==> config.mk <==
export PLATFORM = sky130hd
export DESIGN_NAME = btl_walker
export DESIGN_NICKNAME = d
export VERILOG_FILES = /design/src/hdl/btl_pkg.sv /design/src/hdl/btl_walker.sv
export VERILOG_INCLUDE_DIRS = /design/src /design/src/hdl
export SDC_FILE = /design/constraint.sdc
export NUM_CORES = 1
export LEC_CHECK = 0
export ABC_AREA = 0
export BUFFER_PORTS_ARGS = -buffer_cell sky130_fd_sc_hd__buf_4
export CAP_MARGIN = 20
export CORE_MARGIN = 10
export CORE_UTILIZATION = 29
export DETAILED_ROUTE_END_ITERATION = 10
export PLACE_DENSITY = 0.6
export SYNTH_ARGS = -nofsm -noshare
export SYNTH_HDL_FRONTEND = slang
export SYNTH_SLANG_ARGS = --single-unit
==> constraint.sdc <==
create_clock -name clk -period 6.5 [get_ports clk]
set_clock_uncertainty 0.2 [all_clocks]
set_input_delay 0.325 -clock clk [delete_from_list [all_inputs] [get_ports clk]]
set_output_delay 0.325 -clock clk [all_outputs]
set_load 0.02 [all_outputs]
==> src/hdl/binary_trie_ip_lookup_top_assert.svh <==
// Assertion macros used by the binary trie lookup walker.
`ifndef BINARY_TRIE_IP_LOOKUP_TOP_ASSERT_SVH
`define BINARY_TRIE_IP_LOOKUP_TOP_ASSERT_SVH
`ifndef SYNTHESIS
// Same-cycle implication, disabled during reset.
`define BTL_ASSERT_NOW(label, clk, rst, ante, cons) \
  label: assert property (@(posedge clk) disable iff (rst) (ante) |-> (cons)) \
    else $error("assertion failed in binary trie lookup");
// Next-cycle implication, disabled during reset.
`define BTL_ASSERT_NEXT(label, clk, rst, ante, cons) \
  label: assert property (@(posedge clk) disable iff (rst) (ante) |=> (cons)) \
    else $error("assertion failed in binary trie lookup");
`else
`define BTL_ASSERT_NOW(label, clk, rst, ante, cons)
`define BTL_ASSERT_NEXT(label, clk, rst, ante, cons)
`endif
`endif

==> src/hdl/btl_pkg.sv <==
// Types, codes and helper functions for the binary trie IP lookup block.
`timescale 1ns / 1ps
`default_nettype none
package btl_pkg;

  // Operation codes of an input beat.
  localparam logic OP_WRITE  = 1'b0;
  localparam logic OP_LOOKUP = 1'b1;

  // Configuration register indexes.
  localparam logic REG_RECORD_SIZE = 1'b0;
  localparam logic REG_NODE_COUNT  = 1'b1;

  // Record size modes; the reserved code behaves as 32-bit records.
  localparam logic [1:0] MODE_24 = 2'd0;
  localparam logic [1:0] MODE_28 = 2'd1;
  localparam logic [1:0] MODE_32 = 2'd2;

  // Result status codes.
  localparam logic [1:0] ST_FOUND = 2'd0;
  localparam logic [1:0] ST_EMPTY = 2'd1;
  localparam logic [1:0] ST_MISS  = 2'd2;

  // Bit positions in the IPv4-mapped IPv6 address.
  localparam logic [6:0] MAP_ONES_FIRST = 7'd80;
  localparam logic [6:0] MAP_IP_FIRST   = 7'd96;
  localparam logic [6:0] MAP_LAST_BIT   = 7'd127;

  localparam logic [4:0] SUM_LAST_BIT = 5'd31;

  typedef struct packed {
    logic        op;
    logic [13:0] node_index;
    logic [63:0] node_bytes;
    logic [31:0] ip_address;
  } in_item_t;

  typedef struct packed {
    logic [1:0]  status;
    logic [31:0] record_value;
    logic [31:0] data_offset;
  } out_item_t;

  typedef enum logic [1:0] {
    S_IDLE,
    S_WALK,
    S_SUM
  } walk_state_t;

  // Node store access from the walker.
  typedef struct packed {
    logic        we;
    logic [13:0] waddr;
    logic [63:0] wdata;
    logic [14:0] raddr;
  } st_req_t;

  typedef struct packed {
    logic [63:0] rdata;
    logic        oor;
  } st_rsp_t;

  // Serial adder request and response.
  typedef struct packed {
    logic        go;
    logic [31:0] rec;
    logic [17:0] addend;
  } off_req_t;

  typedef struct packed {
    logic        done;
    logic [31:0] sum;
  } off_rsp_t;

  // Pulls the left or right record out of a raw node word.
  function automatic logic [31:0] pick_record(logic [63:0] w, logic [1:0] mode,
                                              logic right);
    logic [31:0] r;
    case (mode)
      MODE_24: r = right ? {8'd0, w[39:16]} : {8'd0, w[63:40]};
      MODE_28: r = right ? {4'd0, w[35:8]} : {4'd0, w[63:36]};
      default: r = right ? w[31:0] : w[63:32];
    endcase
    return r;
  endfunction

  // Node count times (node bytes - 1): the offset is record plus this value.
  function automatic logic [17:0] leaf_base(logic [14:0] nc, logic [1:0] mode);
    logic [2:0] m;
    case (mode)
      MODE_24: m = 3'd5;
      MODE_28: m = 3'd6;
      default: m = 3'd7;
    endcase
    return {3'd0, nc} * {15'd0, m};
  endfunction

endpackage
`default_nettype wire

==> src/hdl/btl_walker.sv <==
// Sequencer that walks the trie one address bit per cycle.
`timescale 1ns / 1ps
`default_nettype none
`include "binary_trie_ip_lookup_top_assert.svh"
module btl_walker (
  input  wire                clk,
  input  wire                rst,
  input  wire                start,
  output logic               busy,
  input  btl_pkg::in_item_t  request,
  input  wire [1:0]          record_size_mode,
  input  wire [14:0]         num_nodes,
  output btl_pkg::st_req_t   st_req,
  input  btl_pkg::st_rsp_t   st_rsp,
  output btl_pkg::off_req_t  off_req,
  input  btl_pkg::off_rsp_t  off_rsp,
  output logic               done,
  output btl_pkg::out_item_t result
);
  import btl_pkg::*;

  walk_state_t state, state_next;
  logic [6:0]  bit_cnt, bit_cnt_next;
  logic [31:0] ip_sr, ip_sr_next;
  logic [31:0] rec_hold, rec_hold_next;
  logic        done_next;
  out_item_t   result_next;

  logic        accept;
  logic        cur_bit;
  logic [31:0] nc32;
  logic [31:0] rec;

  assign busy   = (state != S_IDLE);
  assign accept = start && !busy;
  assign nc32   = {17'd0, num_nodes};

  // Address bit under the walk: 80 zeros, 16 ones, then the IPv4 bits.
  always_comb begin
    if (bit_cnt < MAP_ONES_FIRST) begin
      cur_bit = 1'b0;
    end else if (bit_cnt < MAP_IP_FIRST) begin
      cur_bit = 1'b1;
    end else begin
      cur_bit = ip_sr[31];
    end
  end

  // Record picked at the current node; a node beyond the store reads empty.
  assign rec = st_rsp.oor ? nc32 : pick_record(st_rsp.rdata, record_size_mode, cur_bit);

  // State register and output registers.
  always_ff @(posedge clk) begin
    if (rst) begin
      state <= S_IDLE;
      done  <= 1'b0;
    end else begin
      state <= state_next;
      done  <= done_next;
    end
  end

  always_ff @(posedge clk) begin
    bit_cnt  <= bit_cnt_next;
    ip_sr    <= ip_sr_next;
    rec_hold <= rec_hold_next;
    result   <= result_next;
  end

  // Next state, store access and serial adder launch.
  always_comb begin
    state_next    = state;
    bit_cnt_next  = bit_cnt;
    ip_sr_next    = ip_sr;
    rec_hold_next = rec_hold;
    done_next     = 1'b0;
    result_next   = result;
    st_req.we     = 1'b0;
    st_req.waddr  = request.node_index;
    st_req.wdata  = request.node_bytes;
    st_req.raddr  = '0;
    off_req.go    = 1'b0;
    off_req.rec   = rec;
    off_req.addend = leaf_base(num_nodes, record_size_mode);
    case (state)
      S_IDLE: begin
        if (accept) begin
          if (request.op == OP_WRITE) begin
            st_req.we = 1'b1;
          end else begin
            // Root node is read while the beat is taken.
            state_next   = S_WALK;
            bit_cnt_next = '0;
            ip_sr_next   = {request.ip_address[7:0], request.ip_address[15:8],
                            request.ip_address[23:16], request.ip_address[31:24]};
          end
        end
      end
      S_WALK: begin
        if (rec == nc32) begin
          state_next  = S_IDLE;
          done_next   = 1'b1;
          result_next = '{status: ST_EMPTY, record_value: '0, data_offset: '0};
        end else if (rec > nc32) begin
          state_next    = S_SUM;
          rec_hold_next = rec;
          off_req.go    = 1'b1;
        end else if (bit_cnt == MAP_LAST_BIT) begin
          state_next  = S_IDLE;
          done_next   = 1'b1;
          result_next = '{status: ST_MISS, record_value: '0, data_offset: '0};
        end else begin
          // Record is below the node count, so it fits the read address.
          st_req.raddr = rec[14:0];
          bit_cnt_next = bit_cnt + 7'd1;
          if (bit_cnt >= MAP_IP_FIRST) begin
            ip_sr_next = {ip_sr[30:0], 1'b0};
          end
        end
      end
      S_SUM: begin
        if (off_rsp.done) begin
          state_next  = S_IDLE;
          done_next   = 1'b1;
          result_next = '{status: ST_FOUND, record_value: rec_hold,
                          data_offset: off_rsp.sum};
        end
      end
      default: begin
        state_next = S_IDLE;
      end
    endcase
  end

  // A lookup beat always starts a walk; a node write never makes the block busy.
  `BTL_ASSERT_NEXT(a_lookup_busy, clk, rst, accept && (request.op == OP_LOOKUP), busy)
  `BTL_ASSERT_NEXT(a_write_idle, clk, rst, accept && (request.op == OP_WRITE), !busy)
  // Only a found leaf carries a record and offset.
  `BTL_ASSERT_NOW(a_miss_zero, clk, rst, done && (result.status != ST_FOUND),
                  (result.record_value == '0) && (result.data_offset == '0))
  // The IPv4 shift register holds while the fixed prefix bits are walked.
  `BTL_ASSERT_NEXT(a_prefix_hold, clk, rst, (state == S_WALK) && (bit_cnt < MAP_IP_FIRST),
                   $stable(ip_sr))
  // A result beat only follows the walk or the offset sum.
  `BTL_ASSERT_NOW(a_done_source, clk, rst, done,
                  ($past(state) == S_WALK) || ($past(state) == S_SUM))

endmodule
`default_nettype wire

==> out/results.ini, run 1 <==
[synth]
synth_seq_cells = 140
syn-num-nets = 1154
syn_avg_cell_area_sq_um = 10.3
yosysUniqueCellTypes = 64
synth-xor-area-share_pct = 1.36
yosysWarnings = 0
yosysSeqAreaShare_pct = 46.4
muxShareOfSynthArea_pct = 4.90
synth_edf_count = 137
synth-simple-area-share_pct = 17.6
syn-instance-count = 875
synthesis.area_sq_um = 8990
synth_flop_cell = edfxtp_1
synth_adder_area_share_pct = 8.13
synth_top_family_by_area = simple AND/OR/NAND/NOR gates
synth-compound-area-share_pct = 11.6
async_flop_share_pct = 0

[worst_hold_path]
worstHoldPathCells = 2
worstHoldPathType = in2reg

[drt]
wl_mm = 34.5
drtIter0Drc = 635
dr.pass1.iters = 5
via_per_inst = 4.98
wire_per_inst_um = 22.3
drt.antenna.violating_nets = 0
drc = 0
vias = 7692

[power_and_ir_drop]
switchingPower_mw = 1.54
swShare_pct = 38.2
p_seq_share_pct = 34.8
power_density_nw_per_um2 = 332
intPower_mw = 2.50
p_leak_nw = 5.11
clkPwrFrac_pct = 22.5
comb_power_share_pct = 42.7
irDropWorstVdd_mv = 0.204

[sta]
setup_tns_ns = 0
hold_viol = 0
fin_crit_sh_pct = 85.6
hold_ws_ns = 0.0128
fmax_ghz = 0.180
rsz0062_at_grt = false
relSlewSlack_pct = 40.0
worst_slew_pin_slew_ns = 0.889
finalMaxSlewViolations = 0
fin_crit_ns = 5.56
finalSetupViolations = 0

[clocking]
cts_tree = done
htree_num_levels = 4
cts_buffers = 17
clk_latency_ns = 0.42
cts.sinks = 140
clockBufferDepth = 2
cts_resized = 0
cts-root-buf = clkbuf_16
path_clk_slew_ns = 0.06

[global_route]
grt_pass1_vias = 7871
grt_pass1_wl_mm = 49.9
track_usage_pct = 17.1
overflow = 0
grt_max_degree = 70
grt_antenna_before_repair = 2

[layout]
final_cell_mix = 303 x buf_4, 137 x edfxtp_1, 94 x nand2_1, 70 x and2_1, 58 x nor2_1
final_area_sq_um = 12200
area_growth_pct = 35.6
fin_nets = 1414
mostFrequentLayoutCell = buf_4
drive_gt1_share_pct = 33.9
final_util_pct = 39.9

[worst_setup_path]
cp-end-kind = output pin
cp-start-kind = flip-flop
slowest_delay_ns = 0.50
crit_top_cell = nand2_1
path_cells = mux2_4 -> nand2_1 -> buf_4 -> nand2_1 -> a31oi_1 -> nand2_1 -> o21ai_0 -> ha_1 -> a21o_1 -> a22o_1 -> nor3_1 -> nor2_1 -> o21a_1 -> buf_4
critPathMaxFanout = 18
worst-r2r-cell-count = 16
path_class = reg2out
slowest_stage = edfxtp_1
critPathRequiredTime_ns = 5.97
critPathArrivalTime_ns = 5.04

[run]
max-cap-violations = 0

[place]
io_buffers = 285
place_area_sq_um = 11000
gp_congestion = 0.875
post-dp-hpwl_mm = 27.3

[floorplanning]
core_sq_um = 30600
rows = 64
io_pins = 442
dieArea_sq_um = 38400
die_w_um = 196
initial_core_util_pct = 29.4
fp.dieH_um = 196

[run_status]
status = finished, final reports clean

critical path: cells and delay by family, from the launching register on:
kind,cells,cell delay (ns)
mux,1,0.44
compound gates,5,1.49
flops,1,0.50
fa+ha+maj,1,0.36
simple gates,5,1.22
buf+inv,2,0.57
flip-flops by register name (all words and copies together), names as in the netlist:
name / cells
result: 66
ip_sr: 32
rec_hold: 32
bit_cnt: 7
state: 2
done: 1
cells in the mapped netlist, drive strengths merged, types with 2 or more instances:
master	n	area share (%)
xor2	3	0.29
o31ai	2	0.17
xnor2	11	1.1
nor4	7	0.56
o22ai	7	0.49
a311oi	4	0.53
a32o	2	0.22
a31oi	6	0.42
nor2b	5	0.35
nand4	3	0.21
nand2b	5	0.35
ha	36	5.0
clkbuf	29	1.2
o21bai	4	0.33
o2111ai	3	0.29
o211ai	4	0.33
nor3b	2	0.17
nand2	94	3.9
dfxtp	3	0.67
or2	4	0.28
nand3	29	1.6
a211oi	13	1.2
a21boi	5	0.42
o41ai	4	0.39
fa	14	3.1
mux2	34	4.3
or3	2	0.14
nor2	59	2.5
edfxtp	137	46
and3	27	1.9
mux2i	5	0.60
a211o	2	0.19
or4	2	0.17
buf	93	7.5
inv	32	1.3
nor3	7	0.39
a21o	4	0.33
a21oi	52	2.9
o21a	4	0.33
and2	70	4.9
o21ai	34	1.9
cell families (layout without fill, tap and decap cells):
kind of cell	Yosys count	in the layout
buffers and inverters	154	427
adder cells (fa/ha/maj)	50	50
flip-flops	140	140
AND/OR/NAND/NOR	317	317
XOR/XNOR	14	14
AO/OA/AOI/OAI	161	161
other	0	2
multiplexers	39	39
stage by stage:
step / setup WS (ns) / instances / power [mW]
5_1_grt: 0.578 / 1546 / 4.28
6_report: 0.937 / 1546 / 4.04
4_1_cts: 0.917 / 1543 / 4.08
3_5_place_dp: 1.09 / 1454 / 3.12
3_3_place_gp: 1.18 / 1454 / 3.09
2_1_floorplan: 0.117 / 875 / 2.54
metal layers:
layer  routed length (um)  global-route usage, %
met5                    0                      0
met4                 1420                   8.23
met3                 3080                   6.14
met2                16500                   27.9
met1                13500                   19.4
power groups by stage:
stage	combinational, mW	clock [mW]	sequential [mW]
after detailed placement	1.70	0	1.43
after global routing	1.87	0.976	1.43
after CTS	1.73	0.937	1.41
final	1.73	0.910	1.41
after floorplan	1.07	0	1.47
after global placement	1.67	0	1.42
path summary, 6_finish.rpt:
path	startpoint	to	slack (ns)
hold reg to reg	state[0]	state[0]	0.32
setup / recovery	bit_cnt[5]	off_req[50]	0.94
hold / removal	off_rsp[2]	result[2]	0.01
setup reg to reg	bit_cnt[5]	ip_sr[15]	1.03
cell type report:
class | count | area [sq um]
Multi-Input combinational cell | 581 | 3940
Sequential cell | 140 | 4170
Tap cell | 396 | 495
Inverter | 32 | 120
Fill cell | 3002 | 18400
Antenna cell | 2 | 5.00
Clock inverter | 15 | 131
Clock buffer | 17 | 425
Timing Repair Buffer | 363 | 2910
timing repair:
item,4_1_cts,5_1_grt
hold endpoints to repair,57,0
hold buffers,57,0
buffers inserted,0,0
(Power assumes the default switching activity.)
==> inputs of run 2 (changes only) <==
--- a/config.mk
+++ b/config.mk
@@ -12,6 +12,7 @@
 export CORE_MARGIN = 10
 export CORE_UTILIZATION = 29
 export DETAILED_ROUTE_END_ITERATION = 10
+export MAX_ROUTING_LAYER = met4
 export PLACE_DENSITY = 0.6
 export SYNTH_ARGS = -nofsm -noshare
 export SYNTH_HDL_FRONTEND = slang
==> run 2 against run 1 <==
Sequential power about the same. First-iteration DRC count decreased by 23%. Critical path type unchanged. Worst hold slack improved by 0.0035 ns.
==> out/results.ini, run 2 (synthesized netlist as in run 1, its figures left out) <==
[worst_hold_path]
worstHoldPathType = in2reg  ; unchanged
worstHoldPathCells = 2  ; unchanged

[worst_setup_path]
r2r_start = bit_cnt[5]  ; unchanged
cp-endpoint = off_req[50]  ; unchanged
startpoint = bit_cnt[5]  ; unchanged
cp-end-kind = output pin  ; unchanged
reg2reg_to = ip_sr[11]  ; was ip_sr[15]
cp-start-kind = flip-flop  ; unchanged
path_class = reg2out  ; unchanged
worst-r2r-cell-count = 18  ; was 16
rrSetupSlack_ns = 0.91  ; was 1.03 ns
critPathRequiredTime_ns = 5.97  ; about the same
critPathArrivalTime_ns = 5.19  ; was 5.04 ns
critPathMaxFanout = 33  ; was 18

[layout]
fin_nets = 1406  ; was 1,414
final_cell_mix = 304 x buf_4, 137 x edfxtp_1, 94 x nand2_1, 70 x and2_1, 58 x nor2_1  ; was 303 x buf_4, 137 x edfxtp_1, 94 x nand2_1, 70 x and2_1, 58 x nor2_1
largest_reg_flops = 66  ; unchanged
stdcell_count = 1536  ; was 1,546
largest_registers = result (66), ip_sr (32), rec_hold (32)  ; unchanged
regMostFlops = result  ; unchanged
mostFrequentLayoutCell = buf_4  ; unchanged
diodes = 0  ; was 2
area_growth_pct = 34.7  ; was 35.6%
final_area_sq_um = 12100  ; was 12,200 sq um
drive_gt1_share_pct = 34.1  ; was 33.9%

[floorplanning]
core_sq_um = 30600  ; unchanged
rows = 64  ; unchanged
dieArea_sq_um = 38400  ; unchanged
initial_core_util_pct = 29.4  ; unchanged
die_w_um = 196  ; unchanged
io_pins = 442  ; unchanged
fp.dieH_um = 196  ; unchanged

[power_and_ir_drop]
power.total_mw = 4.06  ; was 4.04 mW
irDropWorstVdd_mv = 0.195  ; was 0.204 mV
p_leak_nw = 5.08  ; was 5.11 nW
power_density_nw_per_um2 = 335  ; was 332 nW/um^2

[sta]
finalMaxSlewViolations = 0  ; unchanged
finalSetupViolations = 0  ; unchanged
relSlewSlack_pct = 35.1  ; was 40.0%
fin_crit_ns = 5.71  ; was 5.56 ns
rsz0062_at_grt = false  ; unchanged
fin_crit_sh_pct = 87.9  ; was 85.6%
fmax_ghz = 0.175  ; was 0.180 GHz
hold_viol = 0  ; unchanged
setup_tns_ns = 0  ; unchanged
worst_slew_pin_slew_ns = 0.969  ; was 0.889 ns

[clocking]
path_clk_slew_ns = 0.07  ; was 0.06 ns
ctsHoldBuffers = 48  ; was 57
cts.sinks = 140  ; unchanged
cts_setup_buffers = 0  ; unchanged
cts_buffers = 17  ; unchanged
htree_num_levels = 4  ; unchanged
cts-root-buf = clkbuf_16  ; unchanged
clk_latency_ns = 0.42  ; about the same
clockBufferDepth = 2  ; unchanged
cts_tree = done  ; unchanged
cts_resized = 0  ; unchanged

[drt]
wl_mm = 34.0  ; was 34.5 mm
drt.antenna.violating_nets = 0  ; unchanged
wire_per_inst_um = 22.2  ; was 22.3 um
vias = 7577  ; was 7,692
drc = 0  ; unchanged
drtIter0Drc = 488  ; was 635
via_per_inst = 4.93  ; was 4.98
dr.pass1.iters = 5  ; unchanged

[global_route]
grt_antenna_before_repair = 0  ; was 2
grt_pass1_vias = 7618  ; was 7,871
overflow = 0  ; unchanged
grt_max_degree = 70  ; unchanged
track_usage_pct = 17.3  ; was 17.1%
grt_pass1_wl_mm = 49.4  ; was 49.9 mm

[place]
post-dp-hpwl_mm = 26.9  ; was 27.3 mm
dp.cells = 1454  ; unchanged
place_area_sq_um = 11000  ; about the same
io_buffers = 285  ; unchanged
gp_congestion = 0.920  ; was 0.875

[run]
max-cap-violations = 0  ; unchanged

[run_status]
status = finished, final reports clean  ; unchanged

-- run 2: worst min-delay path by stage --
stage	startpoint	endpoint	slack, ns
3_3_place_gp	state[0]	state[0]	0.26
2_1_floorplan	state[0]	state[0]	0.25
5_1_grt	request[6]	ip_sr[30]	0.0004
4_1_cts	off_rsp[12]	result[12]	0.0002
3_5_place_dp	state[0]	state[0]	0.28
6_report	request[30]	ip_sr[6]	0.02
-- run 2: stage by stage --
step / utilization (%) / setup WS, ns / hold WS, ns
after floorplan: - / 0.117 / 0.252
after global placement: 36.1 / 1.23 / 0.265
after detailed placement: 36.1 / 1.06 / 0.281
after CTS: 39.5 / 0.878 / 0.000192
after global routing: 39.6 / 0.522 / 0.000352
final: 39.6 / 0.786 / 0.0163
-- run 2: per-layer routing --
layer  part of all wire [%]  global-route usage [%]
met1                     41                    20.0
met2                     48                    27.8
met3                    7.4                    4.77
met4                    3.5                    7.18
met5                      0                       -
-- run 2: area by class of cell --
cell class | count | area [sq um]
clock inverters | 15 | 145
inverters | 32 | 120
multi-input cells | 581 | 3940
repair buffers | 355 | 2810
well taps | 396 | 495
fillers | 3034 | 18500
flip-flops and latches | 140 | 4170
clock buffers | 17 | 425
-- run 2: where the power goes --
part	internal (mW)	leakage [nW]	total [mW]	switching [mW]
Combinational	0.660	3.50	1.72	1.06
Sequential	1.33	1.31	1.41	0.0743
Clock	0.510	0.279	0.931	0.421
Total	2.50	5.08	4.06	1.55
-- run 2: critical path: stages, from the launching register on --
cell	delay (ns)
edfxtp_1	0.50
mux2i_2	0.19
buf_4	0.19
nor2_4	0.60
nand2_1	0.19
nand3_1	0.13
nand3_1	0.09
o21ai_0	0.52
ha_1	0.36
o21ai_0	0.19
o21bai_1	0.09
a21o_1	0.18
a22o_1	0.23
nor3_1	0.38
nor2_1	0.14
o21a_1	0.48
buf_4	0.30
