### src/hdl/binary_trie_ip_lookup_top_assert.svh
// Assertion macros used by the binary trie lookup walker.
`ifndef BINARY_TRIE_IP_LOOKUP_TOP_ASSERT_SVH
`define BINARY_TRIE_IP_LOOKUP_TOP_ASSERT_SVH
`ifndef SYNTHESIS
// Same-cycle implication, disabled during reset.
`define BTL_ASSERT_NOW(label, clk, rst, ante, cons) \
  label: assert property (@(posedge clk) disable iff (rst) (ante) |-> (cons)) \
    else $error("assertion failed in binary trie lookup");
// Next-cycle implication, disabled during reset.
`define BTL_ASSERT_NEXT(label, clk, rst, ante, cons) \
  label: assert property (@(posedge clk) disable iff (rst) (ante) |=> (cons)) \
    else $error("assertion failed in binary trie lookup");
`else
`define BTL_ASSERT_NOW(label, clk, rst, ante, cons)
`define BTL_ASSERT_NEXT(label, clk, rst, ante, cons)
`endif
`endif

### src/hdl/btl_pkg.sv
// Types, codes and helper functions for the binary trie IP lookup block.
`timescale 1ns / 1ps
`default_nettype none
package btl_pkg;

  // Operation codes of an input beat.
  localparam logic OP_WRITE  = 1'b0;
  localparam logic OP_LOOKUP = 1'b1;

  // Configuration register indexes.
  localparam logic REG_RECORD_SIZE = 1'b0;
  localparam logic REG_NODE_COUNT  = 1'b1;

  // Record size modes; the reserved code behaves as 32-bit records.
  localparam logic [1:0] MODE_24 = 2'd0;
  localparam logic [1:0] MODE_28 = 2'd1;
  localparam logic [1:0] MODE_32 = 2'd2;

  // Result status codes.
  localparam logic [1:0] ST_FOUND = 2'd0;
  localparam logic [1:0] ST_EMPTY = 2'd1;
  localparam logic [1:0] ST_MISS  = 2'd2;

  // Bit positions in the IPv4-mapped IPv6 address.
  localparam logic [6:0] MAP_ONES_FIRST = 7'd80;
  localparam logic [6:0] MAP_IP_FIRST   = 7'd96;
  localparam logic [6:0] MAP_LAST_BIT   = 7'd127;

  localparam logic [4:0] SUM_LAST_BIT = 5'd31;

  typedef struct packed {
    logic        op;
    logic [13:0] node_index;
    logic [63:0] node_bytes;
    logic [31:0] ip_address;
  } in_item_t;

  typedef struct packed {
    logic [1:0]  status;
    logic [31:0] record_value;
    logic [31:0] data_offset;
  } out_item_t;

  typedef enum logic [1:0] {
    S_IDLE,
    S_WALK,
    S_SUM
  } walk_state_t;

  // Node store access from the walker.
  typedef struct packed {
    logic        we;
    logic [13:0] waddr;
    logic [63:0] wdata;
    logic [14:0] raddr;
  } st_req_t;

  typedef struct packed {
    logic [63:0] rdata;
    logic        oor;
  } st_rsp_t;

  // Serial adder request and response.
  typedef struct packed {
    logic        go;
    logic [31:0] rec;
    logic [17:0] addend;
  } off_req_t;

  typedef struct packed {
    logic        done;
    logic [31:0] sum;
  } off_rsp_t;

  // Pulls the left or right record out of a raw node word.
  function automatic logic [31:0] pick_record(logic [63:0] w, logic [1:0] mode,
                                              logic right);
    logic [31:0] r;
    case (mode)
      MODE_24: r = right ? {8'd0, w[39:16]} : {8'd0, w[63:40]};
      MODE_28: r = right ? {4'd0, w[35:8]} : {4'd0, w[63:36]};
      default: r = right ? w[31:0] : w[63:32];
    endcase
    return r;
  endfunction

  // Node count times (node bytes - 1): the offset is record plus this value.
  function automatic logic [17:0] leaf_base(logic [14:0] nc, logic [1:0] mode);
    logic [2:0] m;
    case (mode)
      MODE_24: m = 3'd5;
      MODE_28: m = 3'd6;
      default: m = 3'd7;
    endcase
    return {3'd0, nc} * {15'd0, m};
  endfunction

endpackage
`default_nettype wire

### src/hdl/btl_offset_unit.sv
// Bit-serial adder that forms the data offset of a leaf record.
`timescale 1ns / 1ps
`default_nettype none
module btl_offset_unit (
  input  wire                clk,
  input  wire                rst,
  input  btl_pkg::off_req_t  req,
  output btl_pkg::off_rsp_t  rsp
);
  import btl_pkg::*;

  logic        active;
  logic [4:0]  cnt;
  logic [31:0] a_sr;
  logic [31:0] b_sr;
  logic [31:0] sum_sr;
  logic        carry;
  logic        done;
  logic        s_bit;
  logic        c_bit;

  // One full adder, fed from the low ends of the operand shift registers.
  assign s_bit = a_sr[0] ^ b_sr[0] ^ carry;
  assign c_bit = (a_sr[0] & b_sr[0]) | (a_sr[0] & carry) | (b_sr[0] & carry);

  // Control: one sum bit per cycle, done pulses after the top bit.
  always_ff @(posedge clk) begin
    if (rst) begin
      active <= 1'b0;
      done   <= 1'b0;
      cnt    <= '0;
    end else begin
      done <= active && (cnt == SUM_LAST_BIT);
      if (req.go) begin
        active <= 1'b1;
        cnt    <= '0;
      end else if (active) begin
        cnt <= cnt + 5'd1;
        if (cnt == SUM_LAST_BIT) begin
          active <= 1'b0;
        end
      end
    end
  end

  // Datapath shift registers, least significant bit first.
  always_ff @(posedge clk) begin
    if (req.go) begin
      a_sr  <= req.rec;
      b_sr  <= {14'd0, req.addend};
      carry <= 1'b0;
    end else if (active) begin
      a_sr   <= {1'b0, a_sr[31:1]};
      b_sr   <= {1'b0, b_sr[31:1]};
      sum_sr <= {s_bit, sum_sr[31:1]};
      carry  <= c_bit;
    end
  end

  assign rsp.done = done;
  assign rsp.sum  = sum_sr;

endmodule
`default_nettype wire

### config.mk
export PLATFORM = sky130hd
export DESIGN_NAME = btl_offset_unit
export DESIGN_NICKNAME = d
export VERILOG_FILES = /design/src/hdl/binary_trie_ip_lookup_top_assert.svh /design/src/hdl/btl_pkg.sv /design/src/hdl/btl_offset_unit.sv
export SDC_FILE = /design/constraint.sdc
export NUM_CORES = 1
export LEC_CHECK = 0
export BUFFER_PORTS_ARGS = -buffer_cell sky130_fd_sc_hd__buf_2
export CAP_MARGIN = 30
export CORE_MARGIN = 2
export CORE_UTILIZATION = 50
export CTS_CLUSTER_SIZE = 28
export DETAILED_ROUTE_END_ITERATION = 8
export GPL_TIMING_DRIVEN = 0
export HOLD_SLACK_MARGIN = 0.08
export PLACE_DENSITY = 0.75
export RECOVER_POWER = 25
export SYNTH_ARGS = -nofsm -noshare
export SYNTH_HDL_FRONTEND = slang
export SYNTH_SLANG_ARGS = --single-unit
### constraint.sdc
create_clock -name clk -period 3.4 [get_ports clk]
set_input_delay 0.51 -clock clk [delete_from_list [all_inputs] [get_ports clk]]
set_output_delay 0.51 -clock clk [all_outputs]
set_load 0.1 [all_outputs]
==> results of run 1 <==
-- stage by stage --
stage	total power, mW	cells	instance area, sq um	hold slack [ps]	worst slack (ps)
4_1_cts	2.36	373	4310	364	1510
3_5_place_dp	1.64	357	4110	432	1340
3_3_place_gp	1.63	355	4070	430	310
6_report	2.33	373	4300	377	1320
5_1_grt	2.42	373	4300	386	1190
2_1_floorplan	1.56	175	3530	467	752
-- logic make-up after synthesis --
| kind of cell | Yosys count | share of synthesized area [%] |
|---|---|---|
| AO/OA/AOI/OAI | 3 | 0.567 |
| XOR/XNOR | 1 | 0.248 |
| adder cells (fa/ha/maj) | 3 | 1.28 |
| buffers and inverters | 9 | 2.02 |
| flip-flops | 90 | 74.2 |
| multiplexers | 52 | 19.0 |
| AND/OR/NAND/NOR | 17 | 2.62 |
-- layout by cell type (no fill, tap or decap), drive strengths merged, types with 2 or more instances in the layout --
cell type | synthesis | final
a21oi | 2 | 2
and2 | 2 | 2
buf | 8 | 90
clkbuf | 0 | 13
clkinv | 0 | 5
dfxtp | 8 | 8
edfxtp | 82 | 82
ha | 2 | 2
inv | 1 | 2
mux2 | 49 | 49
mux2i | 3 | 3
nor2 | 5 | 5
or2 | 2 | 2
-- worst max-delay path, delay by kind of cell, from the launching register on --
family                 cells  cell delay, ps
buffers and inverters      2             650
flip-flops                 1             340
AND/OR/NAND/NOR            1             790
-- registers in the layout (all words and copies together) (netlist names) --
signal / cells
cnt: 5
active: 1
a_sr: 32
sum_sr: 32
done: 1
carry: 1
b_sr: 18
-- routing by layer --
layer / track usage [%] / wire (um) / part of all wire, % / vias up
li1: - / - / - / 865
met1: 21.0 / 2700 / 47 / 857
met2: 21.7 / 2630 / 46 / 52
met3: 4.24 / 306 / 5.3 / 9
met4: 7.44 / 102 / 1.8 / 0
met5: 0 / 0 / 0 / -
-- worst paths after layout --
check	slack [ps]	end
max reg2reg	1320	sum_sr[22]$_DFFE_PP_
min reg2reg	450	sum_sr[29]$_DFFE_PP_
min	380	active$_SDFF_PP0_
max	1320	sum_sr[22]$_DFFE_PP_
-- area by class of cell --
| cell class | count | area, sq um | area share (%) |
|---|---|---|---|
| clock buffer | 9 | 124 | 2.88 |
| sequential | 90 | 2620 | 61.0 |
| clock inverter | 7 | 78.8 | 1.83 |
| multi-input combinational | 76 | 841 | 19.5 |
| buffer | 8 | 56.3 | 1.31 |
| timing repair buffer | 86 | 455 | 10.6 |
| tap | 96 | 120 | 2.79 |
| inverter | 1 | 3.75 | 0.0873 |
-- where the power goes --
part | internal (mW) | leakage [nW] | switching (mW)
clock | 0.346 | 0.104 | 0.379
combinational | 0.111 | 0.763 | 0.167
sequential | 1.30 | 0.866 | 0.0273
total | 1.76 | 1.73 | 0.573
==> results_dict.tcl, run 1 <==
set metrics [dict create \
    outcome "complete, no violations" \
    grt_first_pass_wirelength_mm 8.42 \
    cts_tree "done" \
    ant_nets 0 \
    min_period_over_period_pct 61.1 \
    dr.pass1.iters 4 \
    clock.fmax_mhz 481 \
    synth_top_cell_by_area "edfxtp_1" \
    grt_usage_pct 15.0 \
    final_core_util_pct 63.0 \
    cap_violations 0 \
    arrival_ps 2140 \
    syn_area_sq_mm 0.00353 \
    fin_skew_ps 10.0 \
    antenna_found_initial 0 \
    globalplace.congestion 0.771 \
    ios 86 \
    yosysWarnings 0 \
    synth_commonest_cells "edfxtp_1 (82), mux2_2 (25), mux2_4 (24), dfxtp_1 (8), nor2_1 (5)" \
    grt_pass1_vias 1692 \
    viasPerCell 4.78 \
    synthFlopType "edfxtp_1" \
    cp.required_ps 3460 \
    power_leakage_nw 1.73 \
    crit_fanout 17 \
    post_cts_buffers 0 \
    rows 30 \
    layout-drive-gt1-share_pct 57.0 \
    critPathKind "reg2reg" \
    synth.top_cell.area_share_pct 69.7 \
    routed_wl_mm 5.74 \
    grt_max_degree 28 \
    hold_depth 2 \
    dp_hpwl_mm 3.93 \
    vias 1783 \
    cts_htree_levels 3 \
    antennaDiodeCount 0 \
    drc 0 \
    rsz0062_at_grt "no" \
    fillers 535 \
    die_h_um 88.1 \
    startpoint "active$_SDFF_PP0_" \
    ys_async_sr_fraction_pct 0 \
    synthToLayoutAreaGrowth_pct 21.8 \
    syn_nets 231 \
    synth_cells 175 \
    io_buffers 84 \
    cts_sinks 90 \
    core_sq_mm 0.00683 \
    irDropWorstVdd_mv 0.275 \
    path_clk_slew_ps 90 \
    yosysMostFrequentCell "edfxtp_1" \
    start_kind "flip-flop" \
    period_minus_slack_ps 2080 \
    start_util_pct 51.7 \
    hold_viol_final 0 \
    final-setup-viol-count 0 \
    first_iter_violations 49 \
    cp_slowest_cell "nor2b_2" \
    netlist-cell-type-count 26 \
    overflow 0 \
    clock_latency_ps 350 \
    cts_resized 0 \
    synth-edff-count 82 \
    relSlewSlack_pct 43.8 \
    slew_violations 0 \
    worst_pin_slew_ps 840 \
    r2r-start "active$_SDFF_PP0_" \
    cts_root_buffer "clkbuf_8" \
    cts_made_buffers 9 \
    yosys-top-cells-area "edfxtp_1 (70%), mux2_4 (10%), mux2_2 (8.0%)" \
    hp-start "rst" \
    clockBufferDepth 2 \
    finalNetCount 328 \
    worstPathCellList "clkbuf_1 > nor2b_2 > buf_8" \
    die_area_sq_mm 0.00775 \
    max_stage_delay_ps 790 \
    synth-seq-area-share_pct 74.2 \
    ys_ff_latch 90 \
    avgSynthCellArea_sq_um 20.2 \
    fp.dieW_um 88.1 \
    holdBufCountCts 0 \
    rr_worst_depth 3 \
    hold_path.class "in2reg" \
    fin_tns_setup_ps 0 \
    wl_per_cell_um 15.4 \
    end_kind "flip-flop" \
    power.density_mw_per_mm2 543 \
]
Note: power is estimated with default switching activity, not from simulation.
==> run 2: changes to the inputs <==
--- a/config.mk
+++ b/config.mk
@@ -8,12 +8,12 @@
 export BUFFER_PORTS_ARGS = -buffer_cell sky130_fd_sc_hd__buf_2
 export CAP_MARGIN = 30
 export CORE_MARGIN = 2
-export CORE_UTILIZATION = 50
+export CORE_UTILIZATION = 48
 export CTS_CLUSTER_SIZE = 28
 export DETAILED_ROUTE_END_ITERATION = 8
 export GPL_TIMING_DRIVEN = 0
 export HOLD_SLACK_MARGIN = 0.08
-export PLACE_DENSITY = 0.75
+export PLACE_DENSITY = 0.76
 export RECOVER_POWER = 25
 export SYNTH_ARGS = -nofsm -noshare
 export SYNTH_HDL_FRONTEND = slang
==> constraint.sdc (replaced) <==
create_clock -name clk -period 1.8 [get_ports clk]
set_input_delay 0.27 -clock clk [delete_from_list [all_inputs] [get_ports clk]]
set_output_delay 0.27 -clock clk [all_outputs]
set_load 0.1 [all_outputs]
==> run 2 against run 1 <==
Effect of this change:
- final area is 0.32% higher
- combinational power is 84% higher
- worst hold slack worse by 250 ps
- largest cell class unchanged
- global-route usage is 0.76 points lower
- critical path type unchanged
- via count is 0.84% higher
- utilization is 2.8 points lower
- worst setup slack worse by 1100 ps
- clock power is 120% higher
- critical endpoint is now b_sr[9]$_DFFE_PP_
- count of clock-buffer cells in the layout stayed put
- sequential power is 89% higher
- largest power group unchanged
==> results_dict.tcl, run 2 (synthesis gave the netlist of run 1 again) <==
set metrics [dict create \
    outcome "complete, no violations" \
    fin_skew_ps 8.07 \
    power_leakage_nw 1.72 \
    final_cells 376 \
    rsz0062_at_grt "no" \
    fillers 568 \
    multi_input_area_sq_um 828 \
    die_area_sq_mm 0.00806 \
    dp_hpwl_mm 3.71 \
    vias 1798 \
    crit_fanout 32 \
    worstPathCellList "buf_2 > or2_2 > buf_12" \
    arrival_ps 1670 \
    cts_htree_levels 3 \
    critPathKind "reg2reg" \
    end_kind "flip-flop" \
    cts_root_buffer "clkbuf_8" \
    viasPerCell 4.78 \
    regArea_sq_mm 0.00262 \
    period_minus_slack_ps 1610 \
    relSlewSlack_pct 49.8 \
    dr.pass1.iters 4 \
    grt_usage_pct 14.2 \
    mostFrequentLayoutCell "buf_2" \
    min_period_over_period_pct 89.5 \
    overflow 0 \
    cts_sinks 90 \
    clock_latency_ps 360 \
    reg_top3 "a_sr x32, sum_sr x32, b_sr x18" \
    grt_first_pass_wirelength_mm 8.67 \
    final-setup-viol-count 0 \
    ios 86 \
    cp.required_ps 1860 \
    cts_made_buffers 9 \
    globalplace.congestion 0.685 \
    layout_common_cells "buf_2 (87), edfxtp_1 (82), mux2_2 (25)" \
    cp_slowest_cell "or2_2" \
    max_stage_delay_ps 460 \
    io_buffers 84 \
    irDropWorstVdd_mv 0.608 \
    wl_per_cell_um 15.1 \
    post_cts_buffers 0 \
    core_sq_mm 0.00718 \
    worst_pin_slew_ps 749 \
    start_util_pct 49.2 \
    clockBufferDepth 2 \
    placed_cells 359 \
    cap_violations 0 \
    cp_top_family "buffers and inverters" \
    ant_nets 0 \
    slew_violations 0 \
    drc 0 \
    power.density_mw_per_mm2 1060 \
    hold_ws_ps 131 \
    layout-drive-gt1-share_pct 56.0 \
    hold_path.class "in2reg" \
    finalNetCount 328 \
    die_h_um 89.8 \
    routed_wl_mm 5.67 \
    antenna_found_initial 0 \
    synthToLayoutAreaGrowth_pct 22.2 \
    fp.dieW_um 89.8 \
    critPathBufInv 2 \
    antennaDiodeCount 0 \
    grt_pass1_vias 1718 \
    grt_max_degree 33 \
    clock.fmax_mhz 621 \
    start_kind "flip-flop" \
    rows 31 \
    hold_viol_final 0 \
    first_iter_violations 68 \
    path_clk_slew_ps 90 \
    cts_tree "done" \
]
run 2: cell types whose count changed in the layout (fill, tap and decap cells not counted), moves of 2 or more:
cell      previous run  this run
buf_2               84        87
mux2_4              24        17
clkinv_4             4         0
inv_6                1         3
mux2_1               0         7
clkbuf_1             4         0
run 2: layer usage:
layer	vias to the layer above	share of wire, %	GRT usage [%]
li1	861	-	-
met1	876	48	19.5
met2	54	45	19.7
met3	7	6.7	7.38
met4	0	0.92	4.62
met5	-	0	0
run 2: metrics by stage:
step / power [mW] / util [%] / setup slack (ps) / instance area (sq um) / setup TNS (ps)
3_3_place_gp: 3.07 / 56.9 / -111 / 4080 / -5480
2_1_floorplan: 2.95 / - / 194 / 3540 / 0
4_1_cts: 4.66 / 60.4 / 61.6 / 4330 / 0
3_5_place_dp: 3.09 / 57.2 / 63.6 / 4100 / 0
5_1_grt: 4.75 / 60.1 / 47.6 / 4320 / 0
6_report: 4.58 / 60.1 / 189 / 4320 / 0
run 2: cell type report:
class / instances / area share, %
clock inverter: 7 / 2.44
multi-input combinational: 77 / 19.2
timing repair buffer: 85 / 10.2
clock buffer: 9 / 2.87
inverter: 1 / 0.0870
sequential: 90 / 60.8
buffer: 8 / 1.57
tap: 99 / 2.87
run 2: report_power, final:
group          total (mW)  leakage (nW)  internal [mW]  switching (mW)
sequential           2.51         0.866           2.46          0.0484
combinational       0.511         0.746          0.199           0.312
clock                1.56         0.113          0.806           0.754
run 2: timing repair:
action | 4_1_cts | 5_1_grt
setup endpoints to repair | 0 | 32
hold buffers | 0 | 0
gates resized for setup | 0 | 0
hold endpoints to repair | 0 | 0
run 2: path summary, 6_finish.rpt:
| kind | from | end | slack (ps) | cells after the start |
|---|---|---|---|---|
| worst min register to register | sum_sr[29]$_DFFE_PP_ | sum_sr[28]$_DFFE_PP_ | 450 | 0 |
| worst max register to register | active$_SDFF_PP0_ | b_sr[9]$_DFFE_PP_ | 190 | 3 |
| worst min-delay path | rst | active$_SDFF_PP0_ | 130 | 2 |
| worst max-delay path | active$_SDFF_PP0_ | b_sr[9]$_DFFE_PP_ | 190 | 3 |
run 2: worst reg2reg max path, cell delays in order, from the launching register on:
cell     delay (ps)
dfxtp_1         330
buf_2           240
or2_2           460
buf_12          270
==> run 3: changes to the inputs <==
--- a/config.mk
+++ b/config.mk
@@ -5,15 +5,16 @@
 export SDC_FILE = /design/constraint.sdc
 export NUM_CORES = 1
 export LEC_CHECK = 0
+export ABC_AREA = 1
 export BUFFER_PORTS_ARGS = -buffer_cell sky130_fd_sc_hd__buf_2
 export CAP_MARGIN = 30
 export CORE_MARGIN = 2
-export CORE_UTILIZATION = 48
+export CORE_UTILIZATION = 47
 export CTS_CLUSTER_SIZE = 28
 export DETAILED_ROUTE_END_ITERATION = 8
 export GPL_TIMING_DRIVEN = 0
 export HOLD_SLACK_MARGIN = 0.08
-export PLACE_DENSITY = 0.76
+export PLACE_DENSITY = 0.75
 export RECOVER_POWER = 25
 export SYNTH_ARGS = -nofsm -noshare
 export SYNTH_HDL_FRONTEND = slang
==> run 3 against run 2 <==
Effect of this change:
- synthesized cell count is 64% higher
- sequential share of layout area up 0.97 points
- via count increased by 22%
- worst setup slack got worse by 22 ps
- non-clock buffer count up 6
- worst hold slack worse by 3.7 ps
- highest routed layer unchanged
- final area decreased by 1.6%
- count of clock-buffer cells in the layout is 1 higher
==> results_dict.tcl, run 3 <==
set metrics [dict create \
    outcome "complete, no violations" \
    end_kind "flip-flop" \
    synth_commonest_cells "nand2_1 (159), edfxtp_1 (82), dfxtp_1 (8), buf_4 (6)" \
    clock_latency_ps 350 \
    cts_made_buffers 9 \
    drc 0 \
    internal_power_mw 3.23 \
    max_stage_delay_ps 530 \
    ys_ff_latch 90 \
    clock.fmax_mhz 612 \
    rows 31 \
    multi_input_area_sq_um 737 \
    grt_pass1_vias 2038 \
    first_iter_violations 102 \
    antenna_found_initial 0 \
    cp_slowest_cell "nand2_2" \
    synth-edff-count 82 \
    cts_sinks 90 \
    fillers 634 \
    slew_violations 0 \
    routed_wl_mm 5.81 \
    die_h_um 89.9 \
    yosysMostFrequentCell "nand2_1" \
    fin_tns_setup_ps 0 \
    power_switching_mw 1.06 \
    cts_root_buffer "clkbuf_8" \
    combPwrFrac_pct 11.4 \
    synth.top_cell.area_share_pct 71.0 \
    dp_hpwl_mm 4.08 \
    vias 2197 \
    dr.pass1.iters 4 \
    yosysWarnings 0 \
    path_clk_slew_ps 80 \
    regArea_sq_mm 0.00262 \
    hold_ws_ps 127 \
    fp.dieW_um 89.9 \
    power_leakage_nw 1.90 \
    io_buffers 84 \
    holdBufCountCts 0 \
    irDropWorstVdd_mv 0.567 \
    synthFlopType "edfxtp_1" \
    die_area_sq_mm 0.00808 \
    globalplace.congestion 0.731 \
    syn_area_sq_mm 0.00347 \
    placed_cells 472 \
    yosys-top-cells-area "edfxtp_1 (71%), nand2_1 (17%), dfxtp_1 (4.6%)" \
    synth-seq-area-share_pct 75.6 \
    netlist-cell-type-count 19 \
    final_cells 488 \
    cap_violations 0 \
    layout-drive-gt1-share_pct 30.1 \
    crit_fanout 28 \
    antennaDiodeCount 0 \
    wl_per_cell_um 11.9 \
    rsz0062_at_grt "no" \
    hold_viol_final 0 \
    dp_worst_setup_slack_ps 24.2 \
    mostFrequentLayoutCell "nand2_1" \
    core_sq_mm 0.00721 \
    synthToLayoutAreaGrowth_pct 22.5 \
    cp.required_ps 1860 \
    grt_first_pass_wirelength_mm 9.63 \
    worstPathCellList "buf_4 > inv_2 > nand2_2 > buf_16" \
    final-setup-viol-count 0 \
    viasPerCell 4.50 \
    avgSynthCellArea_sq_um 12.1 \
    syn_nets 343 \
    grt_usage_pct 15.1 \
    worst_pin_slew_ps 698 \
    finalPower_mw 4.29 \
    overflow 0 \
    arrival_ps 1690 \
    ios 86 \
    hold_path.class "in2reg" \
    ant_nets 0 \
    finalNetCount 440 \
    fin_skew_ps 8.33 \
    layout_common_cells "nand2_1 (158), buf_2 (88), edfxtp_1 (82)" \
    min_period_over_period_pct 90.7 \
    synth_cells 287 \
    pwr-share-seq_pct 58.4 \
    synth_top_cell_by_area "edfxtp_1" \
    pwr-share-clk_pct 30.1 \
    cts_tree "done" \
    start_kind "flip-flop" \
    setup_ws_ps 167 \
    switching_share_pct 24.8 \
    period_minus_slack_ps 1630 \
    cts_htree_levels 3 \
    start_util_pct 48.1 \
    grt_max_degree 29 \
    ys_async_sr_fraction_pct 0 \
    relSlewSlack_pct 53.3 \
    reg_top3 "a_sr x32, sum_sr x32, b_sr x18" \
    clockBufferDepth 2 \
    critPathKind "reg2reg" \
    power.density_mw_per_mm2 1010 \
]
run 3: power by group through the flow:
stage	Sequential (mW)	Combinational [mW]	Clock [mW]
floorplan	2.72	0.179	0
global placement	2.55	0.471	0
detailed placement	2.56	0.495	0
CTS	2.51	0.496	1.33
global route	2.53	0.539	1.42
finish	2.51	0.490	1.29
run 3: logic make-up after synthesis:
family / count (synthesis) / synth area share, %
and+or+nand+nor: 169 / 18.7
adders and majority gates: 3 / 1.30
AOI/OAI and AO/OA: 6 / 0.974
buffers and inverters: 19 / 3.39
DFF: 90 / 75.6
run 3: area by class of cell:
| type | count | area share [%] |
|---|---|---|
| Buffer | 13 | 2.15 |
| Sequential cell | 90 | 61.7 |
| Clock buffer | 10 | 3.00 |
| Tap cell | 99 | 2.92 |
| Multi-Input combinational cell | 178 | 17.3 |
| Inverter | 6 | 0.589 |
| Timing Repair Buffer | 86 | 10.9 |
| Clock inverter | 6 | 1.35 |
run 3: critical path, delay by kind of cell, from the launching register on:
| family | cells | cell delay (ps) |
|---|---|---|
| simple gates | 1 | 530 |
| buf+inv | 3 | 490 |
| flops | 1 | 320 |
run 3: final timing paths:
| path | from | end | slack [ps] | depth (start not counted) |
|---|---|---|---|---|
| worst max-delay path | active$_SDFF_PP0_ | b_sr[13]$_DFFE_PP_ | 170 | 4 |
| worst max register to register | active$_SDFF_PP0_ | b_sr[13]$_DFFE_PP_ | 170 | 4 |
| worst min register to register | sum_sr[2]$_DFFE_PP_ | sum_sr[1]$_DFFE_PP_ | 450 | 0 |
| worst min-delay path | rst | active$_SDFF_PP0_ | 130 | 2 |
run 3: what timing repair did:
item                                    4_1_cts  5_1_grt
setup buffers                                 0        0
endpoints found under the setup margin        0       16
resized for setup                             0        1
run 3: layer usage:
| metal | track usage, % | part of all wire (%) |
|---|---|---|
| met5 | 0 | 0 |
| met4 | 4.23 | 1.0 |
| met3 | 4.95 | 6.1 |
| met1 | 20.6 | 48 |
| met2 | 23.5 | 45 |
run 3: per-stage QoR:
step | util (%) | cell area [sq um]
after floorplan | - | 3470
after global placement | 55.7 | 4020
after detailed placement | 56.3 | 4060
after CTS | 58.8 | 4240
after global routing | 58.9 | 4250
final | 58.9 | 4250
